--- src/hdl/alu64_pkg.sv ---
// Package for the 64-bit arithmetic unit.
// Holds widths, command codes, state encoding and controller-to-datapath command type.
// No dependencies.
`default_nettype none

package alu64_pkg;

    localparam int unsigned DATA_W   = 64;
    localparam int unsigned CMD_W    = 3;
    localparam int unsigned ORDER_W  = 2;
    localparam int unsigned IN_W     = 2 * DATA_W;
    localparam int unsigned OUT_RAW  = DATA_W + 1 + ORDER_W;
    localparam int unsigned OUT_W    = ((OUT_RAW + 7) / 8) * 8;
    localparam int unsigned STEP_W   = $clog2(DATA_W);

    localparam logic [ORDER_W-1:0] ORDER_EQ = 2'b00;
    localparam logic [ORDER_W-1:0] ORDER_GT = 2'b01;
    localparam logic [ORDER_W-1:0] ORDER_LT = 2'b11;

    typedef enum logic [CMD_W-1:0] {
        CMD_ADD = 3'd0,
        CMD_SUB = 3'd1,
        CMD_NEG = 3'd2,
        CMD_CMP = 3'd3,
        CMD_SHR = 3'd4,
        CMD_MUL = 3'd5
    } t_cmd;

    typedef enum logic [1:0] {
        ST_IDLE,
        ST_MUL,
        ST_DONE
    } t_state;

    typedef struct packed {
        logic load_alu;
        logic load_mul;
        logic step;
        logic load_mul_out;
    } t_dp_cmd;

endpackage

`default_nettype wire

--- src/hdl/alu64_dp.sv ---
// Datapath of the 64-bit arithmetic unit: single-pass operations, shift-add multiplier
// registers and the output register. Depends on alu64_pkg.
`default_nettype none

module alu64_dp (
    input  wire logic                          i_clk,
    input  wire alu64_pkg::t_dp_cmd            i_cmd,
    input  wire logic [alu64_pkg::CMD_W-1:0]   i_op,
    input  wire logic [alu64_pkg::DATA_W-1:0]  i_a,
    input  wire logic [alu64_pkg::DATA_W-1:0]  i_b,
    output logic      [alu64_pkg::OUT_W-1:0]   o_tdata
);

    logic [alu64_pkg::DATA_W-1:0]   r_mcand;
    logic [alu64_pkg::DATA_W-1:0]   r_hi;
    logic [alu64_pkg::DATA_W-1:0]   r_lo;
    logic [alu64_pkg::DATA_W-1:0]   r_value;
    logic                           r_flag;
    logic [alu64_pkg::ORDER_W-1:0]  r_order;

    logic [alu64_pkg::DATA_W:0]     add_sum;
    logic [alu64_pkg::DATA_W:0]     sub_dif;
    logic [alu64_pkg::DATA_W:0]     step_sum;
    logic [alu64_pkg::DATA_W-1:0]   n_value;
    logic                           n_flag;
    logic [alu64_pkg::ORDER_W-1:0]  n_order;

    assign add_sum  = {1'b0, i_a} + {1'b0, i_b};
    assign sub_dif  = {1'b0, i_a} - {1'b0, i_b};
    assign step_sum = {1'b0, r_hi}
                    + (r_lo[0] ? {1'b0, r_mcand} : {(alu64_pkg::DATA_W + 1){1'b0}});

    always_comb begin
        n_value = '0;
        n_flag  = 1'b0;
        n_order = alu64_pkg::ORDER_EQ;
        case (alu64_pkg::t_cmd'(i_op))
            alu64_pkg::CMD_ADD: begin
                n_value = add_sum[alu64_pkg::DATA_W-1:0];
                n_flag  = add_sum[alu64_pkg::DATA_W];
            end
            alu64_pkg::CMD_SUB: begin
                n_value = sub_dif[alu64_pkg::DATA_W-1:0];
                n_flag  = sub_dif[alu64_pkg::DATA_W];
            end
            alu64_pkg::CMD_NEG: begin
                n_value = (~i_a) + {{(alu64_pkg::DATA_W - 1){1'b0}}, 1'b1};
            end
            alu64_pkg::CMD_CMP: begin
                if (i_a > i_b) begin
                    n_order = alu64_pkg::ORDER_GT;
                end else if (i_a < i_b) begin
                    n_order = alu64_pkg::ORDER_LT;
                end
            end
            alu64_pkg::CMD_SHR: begin
                n_value = {1'b0, i_a[alu64_pkg::DATA_W-1:1]};
            end
            default: begin
                n_value = '0;
            end
        endcase
    end

    always_ff @(posedge i_clk) begin
        if (i_cmd.load_mul) begin
            r_mcand <= i_a;
            r_hi    <= '0;
            r_lo    <= i_b;
        end else if (i_cmd.step) begin
            r_hi <= step_sum[alu64_pkg::DATA_W:1];
            r_lo <= {step_sum[0], r_lo[alu64_pkg::DATA_W-1:1]};
        end
    end

    always_ff @(posedge i_clk) begin
        if (i_cmd.load_alu) begin
            r_value <= n_value;
            r_flag  <= n_flag;
            r_order <= n_order;
        end else if (i_cmd.load_mul_out) begin
            r_value <= r_lo;
            r_flag  <= (r_hi != '0);
            r_order <= alu64_pkg::ORDER_EQ;
        end
    end

    assign o_tdata = {{(alu64_pkg::OUT_W - alu64_pkg::OUT_RAW){1'b0}},
                      r_order, r_flag, r_value};

endmodule

`default_nettype wire

--- src/hdl/alu64_ctrl.sv ---
// Controller of the 64-bit arithmetic unit: handshakes, multiply step counter, output valid.
// Depends on alu64_pkg.
`default_nettype none

module alu64_ctrl (
    input  wire logic                         i_clk,
    input  wire logic                         i_rst_n,
    input  wire logic                         i_in_valid,
    output logic                              o_in_ready,
    input  wire logic [alu64_pkg::CMD_W-1:0]  i_op,
    output logic                              o_out_valid,
    input  wire logic                         i_out_ready,
    output alu64_pkg::t_dp_cmd                o_dp_cmd
);

    alu64_pkg::t_state                r_state;
    alu64_pkg::t_state                n_state;
    logic [alu64_pkg::STEP_W-1:0]     r_cnt;
    logic [alu64_pkg::STEP_W-1:0]     n_cnt;
    logic                             r_out_valid;
    logic                             n_out_valid;
    logic                             out_free;
    logic                             accept;
    logic                             is_mul;
    logic                             last_step;

    assign out_free  = !r_out_valid || i_out_ready;
    assign is_mul    = (i_op == alu64_pkg::CMD_MUL);
    assign last_step = (r_cnt == {alu64_pkg::STEP_W{1'b1}});
    assign accept    = i_in_valid && o_in_ready;

    always_comb begin
        n_state = r_state;
        case (r_state)
            alu64_pkg::ST_IDLE: begin
                if (accept && is_mul) begin
                    n_state = alu64_pkg::ST_MUL;
                end
            end
            alu64_pkg::ST_MUL: begin
                if (last_step) begin
                    n_state = alu64_pkg::ST_DONE;
                end
            end
            alu64_pkg::ST_DONE: begin
                if (out_free) begin
                    n_state = alu64_pkg::ST_IDLE;
                end
            end
            default: begin
                n_state = alu64_pkg::ST_IDLE;
            end
        endcase
    end

    always_comb begin
        o_in_ready = 1'b0;
        o_dp_cmd   = '0;
        case (r_state)
            alu64_pkg::ST_IDLE: begin
                o_in_ready        = out_free;
                o_dp_cmd.load_alu = i_in_valid && out_free && !is_mul;
                o_dp_cmd.load_mul = i_in_valid && out_free && is_mul;
            end
            alu64_pkg::ST_MUL: begin
                o_dp_cmd.step = 1'b1;
            end
            alu64_pkg::ST_DONE: begin
                o_dp_cmd.load_mul_out = out_free;
            end
            default: begin
                o_in_ready = 1'b0;
            end
        endcase
    end

    always_comb begin
        n_cnt = r_cnt;
        if (o_dp_cmd.load_mul) begin
            n_cnt = '0;
        end else if (o_dp_cmd.step) begin
            n_cnt = r_cnt + 1'b1;
        end
        n_out_valid = r_out_valid && !i_out_ready;
        if (o_dp_cmd.load_alu || o_dp_cmd.load_mul_out) begin
            n_out_valid = 1'b1;
        end
    end

    always_ff @(posedge i_clk) begin
        if (!i_rst_n) begin
            r_state     <= alu64_pkg::ST_IDLE;
            r_cnt       <= '0;
            r_out_valid <= 1'b0;
        end else begin
            r_state     <= n_state;
            r_cnt       <= n_cnt;
            r_out_valid <= n_out_valid;
        end
    end

    assign o_out_valid = r_out_valid;

`ifndef SYNTH
    a_mul_start: assert property (@(posedge i_clk) disable iff (!i_rst_n)
        (accept && is_mul) |=> (r_state == alu64_pkg::ST_MUL && r_cnt == '0))
        else $error("multiply did not start with a cleared step count");

    a_mul_end: assert property (@(posedge i_clk) disable iff (!i_rst_n)
        (r_state == alu64_pkg::ST_MUL && last_step) |=> (r_state == alu64_pkg::ST_DONE))
        else $error("multiply did not finish after the last step");

    a_ready_idle: assert property (@(posedge i_clk) disable iff (!i_rst_n)
        o_in_ready |-> (r_state == alu64_pkg::ST_IDLE))
        else $error("input ready outside idle");

    a_load_valid: assert property (@(posedge i_clk) disable iff (!i_rst_n)
        (o_dp_cmd.load_alu || o_dp_cmd.load_mul_out) |=> r_out_valid)
        else $error("output loaded without valid");

    a_no_overwrite: assert property (@(posedge i_clk) disable iff (!i_rst_n)
        (r_out_valid && !i_out_ready) |-> !(o_dp_cmd.load_alu || o_dp_cmd.load_mul_out))
        else $error("pending result overwritten");
`endif

endmodule

`default_nettype wire

--- src/hdl/alu_64bit_add_sub_mul_cmp_unit.sv ---
// Top level of the 64-bit unsigned arithmetic unit: controller plus datapath.
// Depends on alu64_pkg, alu64_ctrl and alu64_dp.
//
// Channel   Dir  Fields (tdata from bit 0 up)                 tuser
// s_axis    in   operand_a[63:0], operand_b[127:64]            command[2:0]
// m_axis    out  value[63:0], carry_flag[64], order[66:65]     -
//
// Add, subtract, negate, compare and shift are computed combinationally and registered on acceptance.
// Multiply runs 64 shift-add steps on one 64-bit adder, then loads the product into the output register.
// A new transaction is taken once the unit is idle and the output register is free or draining.
// Reset is synchronous, active low, and clears the controller and the output valid.
// A stalled output holds its result; the input stalls until it can be written.
`default_nettype none

module alu_64bit_add_sub_mul_cmp_unit (
    input  wire logic                          i_clk,
    input  wire logic                          i_rst_n,
    input  wire logic                          s_axis_tvalid,
    output logic                               s_axis_tready,
    // operand_a, operand_b
    input  wire logic [alu64_pkg::IN_W-1:0]    s_axis_tdata,
    // command
    input  wire logic [alu64_pkg::CMD_W-1:0]   s_axis_tuser,
    output logic                               m_axis_tvalid,
    input  wire logic                          m_axis_tready,
    // value, carry_flag, order, zero padding
    output logic      [alu64_pkg::OUT_W-1:0]   m_axis_tdata
);

    alu64_pkg::t_dp_cmd dp_cmd;

    alu64_ctrl u_ctrl (
        .i_clk       (i_clk),
        .i_rst_n     (i_rst_n),
        .i_in_valid  (s_axis_tvalid),
        .o_in_ready  (s_axis_tready),
        .i_op        (s_axis_tuser),
        .o_out_valid (m_axis_tvalid),
        .i_out_ready (m_axis_tready),
        .o_dp_cmd    (dp_cmd)
    );

    alu64_dp u_dp (
        .i_clk   (i_clk),
        .i_cmd   (dp_cmd),
        .i_op    (s_axis_tuser),
        .i_a     (s_axis_tdata[alu64_pkg::DATA_W-1:0]),
        .i_b     (s_axis_tdata[alu64_pkg::IN_W-1:alu64_pkg::DATA_W]),
        .o_tdata (m_axis_tdata)
    );

endmodule

`default_nettype wire
--- config.mk ---
export PLATFORM = sky130hd
export DESIGN_NAME = alu_64bit_add_sub_mul_cmp_unit
export DESIGN_NICKNAME = d
export VERILOG_FILES = /design/src/hdl/alu64_pkg.sv /design/src/hdl/alu64_dp.sv /design/src/hdl/alu64_ctrl.sv /design/src/hdl/alu_64bit_add_sub_mul_cmp_unit.sv
export SDC_FILE = /design/constraint.sdc
export NUM_CORES = 1
export LEC_CHECK = 0
export ABC_AREA = 1
export BUFFER_PORTS_ARGS = -buffer_cell sky130_fd_sc_hd__buf_2
export CELL_PAD_IN_SITES_DETAIL_PLACEMENT = 2
export CELL_PAD_IN_SITES_GLOBAL_PLACEMENT = 2
export CORE_UTILIZATION = 36
export DETAILED_ROUTE_END_ITERATION = 8
export GPL_TIMING_DRIVEN = 0
export PLACE_DENSITY = 0.95
export RECOVER_POWER = 50
export SETUP_SLACK_MARGIN = 0.4
export SLEW_MARGIN = 20
export SYNTH_ARGS = -nofsm -noshare
export SYNTH_HDL_FRONTEND = slang
export SYNTH_HIERARCHICAL = 1
export SYNTH_SLANG_ARGS = --single-unit
--- constraint.sdc ---
create_clock -name i_clk -period 9 [get_ports i_clk]
set_input_delay 0.9 -clock i_clk [delete_from_list [all_inputs] [get_ports i_clk]]
set_output_delay 0.9 -clock i_clk [all_outputs]
set_load 0.02 [all_outputs]
# == Word level (Yosys, flattened, before mapping) ==
# Index checks and enable logic that the tools add are counted.
# word_totals
register_bits,268
latchBits,0
ram_bits,0
rom_bits,0
input_bits,135
out_inout_bits,74
word_cells,70
n_memories,0
# op_classes
n_addsub,5
mul,0
n_div,0
n_lt_le_gt_ge,2
eq_ne,11
n_shift,0
mux,23
bitwise,2
reduce_logical,18
# op_table
cell,count
64-bit two-way mux,5
64-bit one-hot mux with 4 select lines,1
64-bit by 64-bit adder with 65-bit output,1
64-bit by 65-bit adder with 65-bit output,1
64-bit by 64-bit subtractor with 65-bit output,1
"64-bit by 1-bit adder with 64-bit output, second input constant",1
64-bit > comparator,1
64-bit less-than comparator,1
64-bit NOT,1
64-bit nonzero test,1
2-bit two-way mux,9
"6-bit by 1-bit adder with 6-bit output, second input constant",1
"3-bit by 2-bit equality test with 1-bit output, second input constant",2
"3-bit equality test, second input constant",2
"6-bit equality test, second input constant",1
1-bit logical AND,6
1-bit two-way mux,6
"2-bit by 1-bit inequality test with 1-bit output, second input constant",3
2-bit one-hot mux with 3 select lines,1
2-bit nonzero test,2
"3-bit by 1-bit equality test with 1-bit output, second input constant",1
1-bit zero test,3
3-bit zero test,1
3-bit AND reduction,1
7 further kinds,8

# == Longest topological paths before layout ==
# Gate-level depths: netlist (run 1).
# logic_depth
ltp_word,7
depth_mapped,22
ltp_nobuf,20

# == Modules after synthesis ==
# The synthesis (run 1) kept the hierarchy.
# modules_own_cells
mod,n_inst,cells_per_inst,area_each_um2,seq_area_each_um2
alu64_dp,1,5470,31184.9,7136.8
alu64_ctrl,1,66,449.2,180.2

# == Least setup slack after synthesis (run 1) ==
# OpenSTA, ideal clock, no wires.
# synth_timing
path_type,input to register
startpoint,input m_axis_tready
endpoint,register u_dp/r_lo[0] (netlist name) (enable)
setup_ps,418
t_arrival_ps,4189
t_required_ps,8582
setup_slack_ps,4393
cell_stages,7
path_buffers,1
cell_sequence,inv_1 nand2_1 nand4_1 inv_1 clkbuf_1 nor2_1 inv_1
# synth_lines
element,line_no,source
"start, declared",alu_64bit_add_sub_mul_cmp_unit.sv:25,"input wire logic m_axis_tready,"
"end signal, assigned",alu64_dp.sv:69,r_lo <= i_b;
"end signal, assigned",alu64_dp.sv:72,"r_lo <= {step_sum[0], r_lo[alu64_pkg::DATA_W-1:1]};"
"end, declared",alu64_dp.sv:16,logic [alu64_pkg::DATA_W-1:0] r_lo;

==> results of run 1 <==
[Yosys cell counts, types with 21 or more instances]
| library cell | n |
|---|---|
| dfxtp_1 | 73 |
| o21bai_1 | 22 |
| inv_1 | 1112 |
| nor3_1 | 42 |
| a21oi_1 | 220 |
| clkbuf_1 | 54 |
| buf_4 | 26 |
| edfxtp_1 | 195 |
| o21ai_0 | 288 |
| ha_1 | 194 |
| o21ai_1 | 21 |
| nand2_1 | 1806 |
| nor4_1 | 23 |
| nor2_1 | 648 |
| a21boi_0 | 27 |
| nand3_1 | 420 |
| nor2_2 | 48 |
| buf_2 | 35 |
| nand4_1 | 62 |
[registers in the layout, indices dropped and copies added, names as in the netlist]
name	count
u_dp/r_flag	1
u_dp/r_mcand	64
u_ctrl/r_cnt	6
u_dp/r_lo	64
u_ctrl/r_state	2
u_ctrl/o_out_valid	1
u_dp/r_hi	64
u_dp/r_order	2
u_dp/r_value	64
[through the flow]
| step | utilization [%] | power (mW) |
|---|---|---|
| finish | 40.6 | 5.90 |
| global route | 40.6 | 6.09 |
| CTS | 40.8 | 5.82 |
| detailed placement | 39.4 | 4.12 |
| global placement | 39.3 | 3.93 |
| floorplan | - | 3.05 |
[how the worst max path moves through the flow]
stage                            from                       endpoint  slack, ns  cells past startpoint
4_1_cts        u_dp/r_lo[0]$_DFFE_PP_     u_dp/r_hi[36]$_SDFFE_PP0P_       4.51                     16
3_3_place_gp          s_axis_tuser[2]        u_dp/r_lo[58]$_DFFE_PP_       1.90                      8
2_1_floorplan           m_axis_tready         u_dp/r_lo[0]$_DFFE_PP_       4.39                      7
5_1_grt               s_axis_tuser[2]        u_dp/r_lo[39]$_DFFE_PP_       3.73                      9
6_report              s_axis_tuser[2]        u_dp/r_lo[39]$_DFFE_PP_       3.80                      9
3_5_place_dp          s_axis_tuser[2]  u_dp/r_order[0]$_SDFFCE_PN0P_       4.13                     11
[worst reg2reg max path, stage by stage, from the launching register on]
cell	delay (ns)
dfxtp_1	0.41
nor2_1	0.10
nand4_1	0.17
clkinvlp_2	0.57
clkbuf_1	0.52
nor2_1	0.62
clkinvlp_2	1.53
buf_16	0.69
[power groups by stage]
| stage | registers, mW | logic, mW | clock network, mW |
|---|---|---|---|
| after detailed placement | 1.66 | 2.46 | 0 |
| after CTS | 1.64 | 2.51 | 1.68 |
| after global routing | 1.65 | 2.72 | 1.72 |
| after global placement | 1.64 | 2.29 | 0 |
| final | 1.65 | 2.58 | 1.67 |
| after floorplan | 1.63 | 1.42 | 0 |
[area by class of cell]
class / instances / area, sq um
inverter: 1127 / 4230
antenna: 3 / 7.51
timing repair buffer: 206 / 900
clock buffer: 49 / 1030
tap: 1155 / 1450
multi-input combinational: 4014 / 19400
fill: 11400 / 51600
clock inverter: 22 / 246
sequential: 268 / 7320
buffer: 131 / 693
[layer usage]
layer	routed length, microns	vias to the layer above	part of all wire (%)
met4	18500	8	8.8
li1	-	17700	-
met5	44	-	0.021
met3	14500	721	6.9
met2	96600	1890	46
met1	79900	20300	38
[kinds of logic (layout without fill, tap and decap cells)]
group	after synthesis	in the layout	share of synthesized area [%]
simple gates	3142	3142	41.6
buf+inv	1258	1535	15.6
compound gates	645	645	11.2
flops	268	268	23.1
fa+ha+maj	197	197	7.86
xor+xnor	25	25	0.692
other cells	1	8	0.0119
==> metrics.txt, run 1 <==
TritonCTS clock tree done; clock sink count roughly 270; Remaining DRCs 0; Post-CTS Setup Repair Bufs 0; Pleak roughly 18 nW; Synth cell types 60; post-synthesis cell count 5536; share of total power in sequential cells ~28%; Rel. slew slack -135%; reg2reg setup slack a little under 4 ns; synth top area cells nand2_1, edfxtp_1, inv_1; die area a little under 0.09 sq mm; Psw 2.79 mW; antenna violations before repair 9; worst path cell trace clkbuf_1 -> nand2_1 -> nor2_1 -> nand4_1 -> clkinvlp_2 -> clkbuf_1 -> nor2_1 -> clkinvlp_2 -> buf_16; r2r endpoint u_dp/r_lo[39]$_DFFE_PP_; setup TNS 0 ns; Worst Tran Pin Value 3.53 ns; critical path startpoint category input pin; crit path time final 5.20 ns; Post-Syn Area per Cell around 5.7 sq um; FMAX between 150 and 200 MHz; H-tree depth 2; CTS-repair resized insts 0; initial detailed-routing violation count about 3300; setup slack at placement 4.13 ns; Syn Std Cell Area between 0.03 and 0.04 sq mm; max_cap viols 3; crit path max fanout 42; Worst-path clk slew ~0.060 ns; Crit-path slowest cell clkinvlp_2; drt wl/cell 30.1 microns; sequential area share after synthesis 23.1%; CP endpoint kind register; worst skew pair latency approximately 0.64 ns; Area Overhead vs Synth 11.5%; Worst R2R Path Depth 7; Critical Path Max Stage Delay ~1.5 ns; Detail Placement HPWL between 150000 and 200000 microns; Final Cycle Share approximately 58%; row count ~110; Longest Clk Path Bufs 3; port buffer count 203; Setup Viol. Count Final 0; CP required 9.29 ns; leading area contributor after synthesis nand2_1; GRT busiest layer met2; final cell count without fillers roughly 7000; drt via density just under 6; DIE HEIGHT 298 microns; share of cells above drive strength 1 under 10%; Hold WS ~0.52 ns; vias in the first global route around 44000; Critical path buffers and inverters 5; Antenna Nets Post-Route 0; gr usage total 45.9%; Die X 298 microns; max-slew violation total from the final report 89; Core Footprint 0.0869 sq mm; first-pass GRT wire length about 300000 microns; drt first pass iters 5; Worst VDD drop between 100 and 150 uV; clock group share of total power between 20% and 30%; overall routed net length approximately 210000 microns; Comb pwr share ~44%; critical path type input pin to register; #FFs+latches synth between 200 and 300; area post-placement roughly 0.034 sq mm; CTS Root Buffer Type clkbuf_16; HP Start u_ctrl/r_cnt[1]$_SDFFE_PP0P_; switching part of the total between 40% and 50%; num ports ~210; Synth Flop Type edfxtp_1; global route overflow 0; status finished with violations; Cells after DPL ~6900; GP Congestion 0.987; CP delay by family, top buffers and inverters; Worst Skew about 0.036 ns; worst reg2reg path startpoint u_ctrl/r_state[0]$_SDFFE_PN0P_; Nets just over 6000; largest net degree at the start of global routing 55; initial core utilization 36.4%; CP arrival approximately 5.5 ns; met1 GRT Util a little over half; WHS Path Cells 2; RSZ-0062 raised after global routing no; Hold Fails Final Rpt 0; EDFF count, synth between 150 and 200; Hold Buf Count CTS 0; number of buffers created by CTS 39; Pwr per Cell Area between 150 and 200 mW/mm^2; most common cell after layout, fill and taps aside nand2_1; violated checks capacitance limit, slew limit; met2 Use GR approximately 76%; end of the worst hold path u_ctrl/r_cnt[1]$_SDFFE_PP0P_; fin area about 0.035 sq mm; Yosys warnings 6; most frequent cells in the layout nand2_1, inv_1, nor2_1; grt met3 use 7.80%; Internal 3.11 mW; HP Class register to register; asr flop ratio synth 0%; Synth top area share about 21%; Final WS setup approximately 3.8 ns; Vias just over 40000
Note: power is estimated with default switching activity, not from simulation.
==> run 2: changes to the inputs <==
Settings changed: CORE_UTILIZATION 36 to 30, PLACE_DENSITY 0.95 to 0.9.
Clock period 9 ns to 4.4 ns, I/O delays scaled along.
==> run 2 against run 1 <==
  * The run still ends with capacitance limit, slew limit left
  * Total power rose by 97%
  * Global-route usage is 11 points lower
  * Critical endpoint is now u_dp/r_hi[63]$_SDFFE_PP0P_
  * Clock skew increased by 0.021 ns
  * Non-clock buffer count rose by 2
  * Hold slack got worse by 0.43 ns
  * Register-to-register slack worse by 3.6 ns
  * Critical path depth unchanged
==> metrics.txt, run 2 (synthesis results as in run 1) <==
register area 0.00732 sq mm (unchanged); crit path max fanout 30 (-29%); number of buffers created by CTS 38 (-2.6%); Fillers 13500 (+18%); most common cell after layout, fill and taps aside nand2_1; Cells after DPL 7128 (+3.3%); Antenna Nets Post-Route 0 (unchanged); first-pass GRT wire length 275000 microns (-7.6%); final cell count without fillers 7201 (+3.2%); crit path from u_ctrl/r_state[0]$_SDFFE_PN0P_; RSZ-0062 raised after global routing no; Worst Skew 0.0569 ns (+0.0213 ns); share of total power in sequential cells 28.6% (+0.7 points); row count 118 (+9.3%); Worst-path clk slew 0.06 ns (about the same); most frequent cells in the layout nand2_1, inv_1, nor2_1; drt via density 5.39 (-7.6%); clock group share of total power 28.2% (about the same); Setup Viol. Count Final 0 (unchanged); share of cells above drive strength 1 5.90% (+0.31 points); Final Cycle Share 92.5%; largest net degree at the start of global routing 46 (-16%); Post-CTS Setup Repair Bufs 0 (unchanged); worst skew pair latency 0.65 ns (about the same); port buffer count 203 (unchanged); Internal 6.20 mW (+100%); Longest Clk Path Bufs 3 (unchanged); Worst Tran Pin Value 1.73 ns (-1.80 ns); gr usage total 35.3% (-11 points); reg2reg setup slack 0.33 ns (-3.60 ns); violated checks capacitance limit, slew limit; drt first pass iters 6 (+1); switching part of the total 46.6% (-0.65 points); clock sink count 268 (unchanged); Psw 5.42 mW (+94%); FMAX around 250 MHz; num ports 209 (unchanged); setup slack at placement -0.00673 ns (-4.14 ns); max-slew violation total from the final report 33 (-63%); TritonCTS clock tree done; antenna violations before repair 5 (-4); Worst VDD drop 232 uV (+64%); Area Overhead vs Synth 12.4%; Pleak 18.2 nW (+0.11%); DIE HEIGHT 327 microns (+9.5%); CP endpoint kind register; r2r endpoint u_dp/r_hi[63]$_SDFFE_PP0P_; Pwr per Cell Area 327 mW/mm^2 (+96%); Final WS setup 0.329 ns (-3.47 ns); Comb pwr share 43.1% (-0.7 points); crit path time final ~4.1 ns; area post-placement 0.0345 sq mm (+0.87%); Finished Core Util 34.2% (-6.4 points); initial detailed-routing violation count 2975 (-11%); CTS Root Buffer Type clkbuf_16; Multi-input gate area 0.0194 sq mm (about the same); HP Class input pin to register; crit path capture u_dp/r_hi[63]$_SDFFE_PP0P_; Remaining DRCs 0 (unchanged); fin area 0.0356 sq mm (+0.81%); Die X 327 microns (+9.5%); CP arrival 4.59 ns (-0.89 ns); initial core utilization 30.4% (-6.0 points); worst reg2reg path startpoint u_ctrl/r_state[0]$_SDFFE_PN0P_; Detail Placement HPWL 164000 microns (-5.3%); Vias 38800 (-4.6%); Core Footprint 0.104 sq mm (+20%); critical path startpoint category register; global route overflow 0 (unchanged); overall routed net length 193000 microns (-8.1%); H-tree depth 2 (unchanged); GP Congestion 0.987 (about the same); critical path type register to register; Worst R2R Path Depth 9 (+2); vias in the first global route 41300 (-6.3%); Rel. slew slack -15.3% (+120 points); Nets 6120 (+0.016%); max_cap viols 1 (-2); Hold Fails Final Rpt 0 (unchanged); drt wl/cell 26.8 microns (-11%); status finished with violations; CP required 4.92 ns (-4.37 ns); die area 0.107 sq mm (+20%)
==> run 2: stage by stage <==
step / hold WS, ns / setup TNS, ns / power [mW]
6_report: 0.0917 / 0 / 11.6
5_1_grt: 0.0951 / 0 / 12.2
4_1_cts: 0.0672 / 0 / 11.6
3_5_place_dp: 0.474 / -0.00673 / 8.26
3_3_place_gp: 0.467 / -99.04 / 8.00
2_1_floorplan: 0.453 / 0 / 6.23
==> run 2: how the worst min path moves through the flow <==
stage / start / to / slack, ns / depth (start not counted)
3_3_place_gp: u_ctrl/r_cnt[5]$_SDFFE_PP0P_ / u_ctrl/r_cnt[5]$_SDFFE_PP0P_ / 0.47 / 2
4_1_cts: i_rst_n / u_ctrl/r_state[1]$_SDFFE_PN0P_ / 0.07 / 3
2_1_floorplan: u_ctrl/r_cnt[5]$_SDFFE_PP0P_ / u_ctrl/r_cnt[5]$_SDFFE_PP0P_ / 0.45 / 2
6_report: i_rst_n / u_ctrl/r_state[1]$_SDFFE_PN0P_ / 0.09 / 3
3_5_place_dp: u_ctrl/r_cnt[5]$_SDFFE_PP0P_ / u_ctrl/r_cnt[5]$_SDFFE_PP0P_ / 0.47 / 2
5_1_grt: i_rst_n / u_ctrl/r_state[1]$_SDFFE_PN0P_ / 0.1 / 3
==> run 2: layout make-up <==
class	instances	area share, %
antenna	3	0.0211
buffer	131	1.96
clock buffer	42	2.74
clock inverter	28	0.820
inverter	1127	11.9
multi-input combinational	4014	54.6
sequential	268	20.6
tap	1380	4.85
timing repair buffer	208	2.55
==> run 2: power by group through the flow <==
stage               clock network (mW)  registers [mW]  logic [mW]
floorplan                            0            3.34        2.90
global placement                     0            3.34        4.66
detailed placement                   0            3.36        4.90
CTS                               3.34            3.31        4.94
global route                      3.42            3.35        5.39
finish                            3.28            3.33        5.01
==> run 2: timing repair <==
item | 4_1_cts | 5_1_grt
endpoints found under the setup margin | 18 | 6
pin swaps | 0 | 0
hold buffers | 0 | 0
resized for setup | 2 | 8
==> run 2: critical path, stage by stage, from the launching register on <==
cell        delay (ns)
dfxtp_1           0.42
nor2_1            0.10
nand4_1           0.14
clkinvlp_2        0.35
buf_12            0.32
clkbuf_1          0.30
inv_2             0.54
clkbuf_1          1.13
o21ai_0           0.40
a21oi_1           0.22
==> run 2: metal layers <==
metal / part of all wire [%] / track usage, % / vias to the layer above
met3: 5.7 / 4.32 / 405
li1: - / - / 17700
met2: 47 / 60.4 / 1252
met4: 6.0 / 18.4 / 2
met1: 41 / 43.1 / 19400
met5: 0.0057 / 0 / -
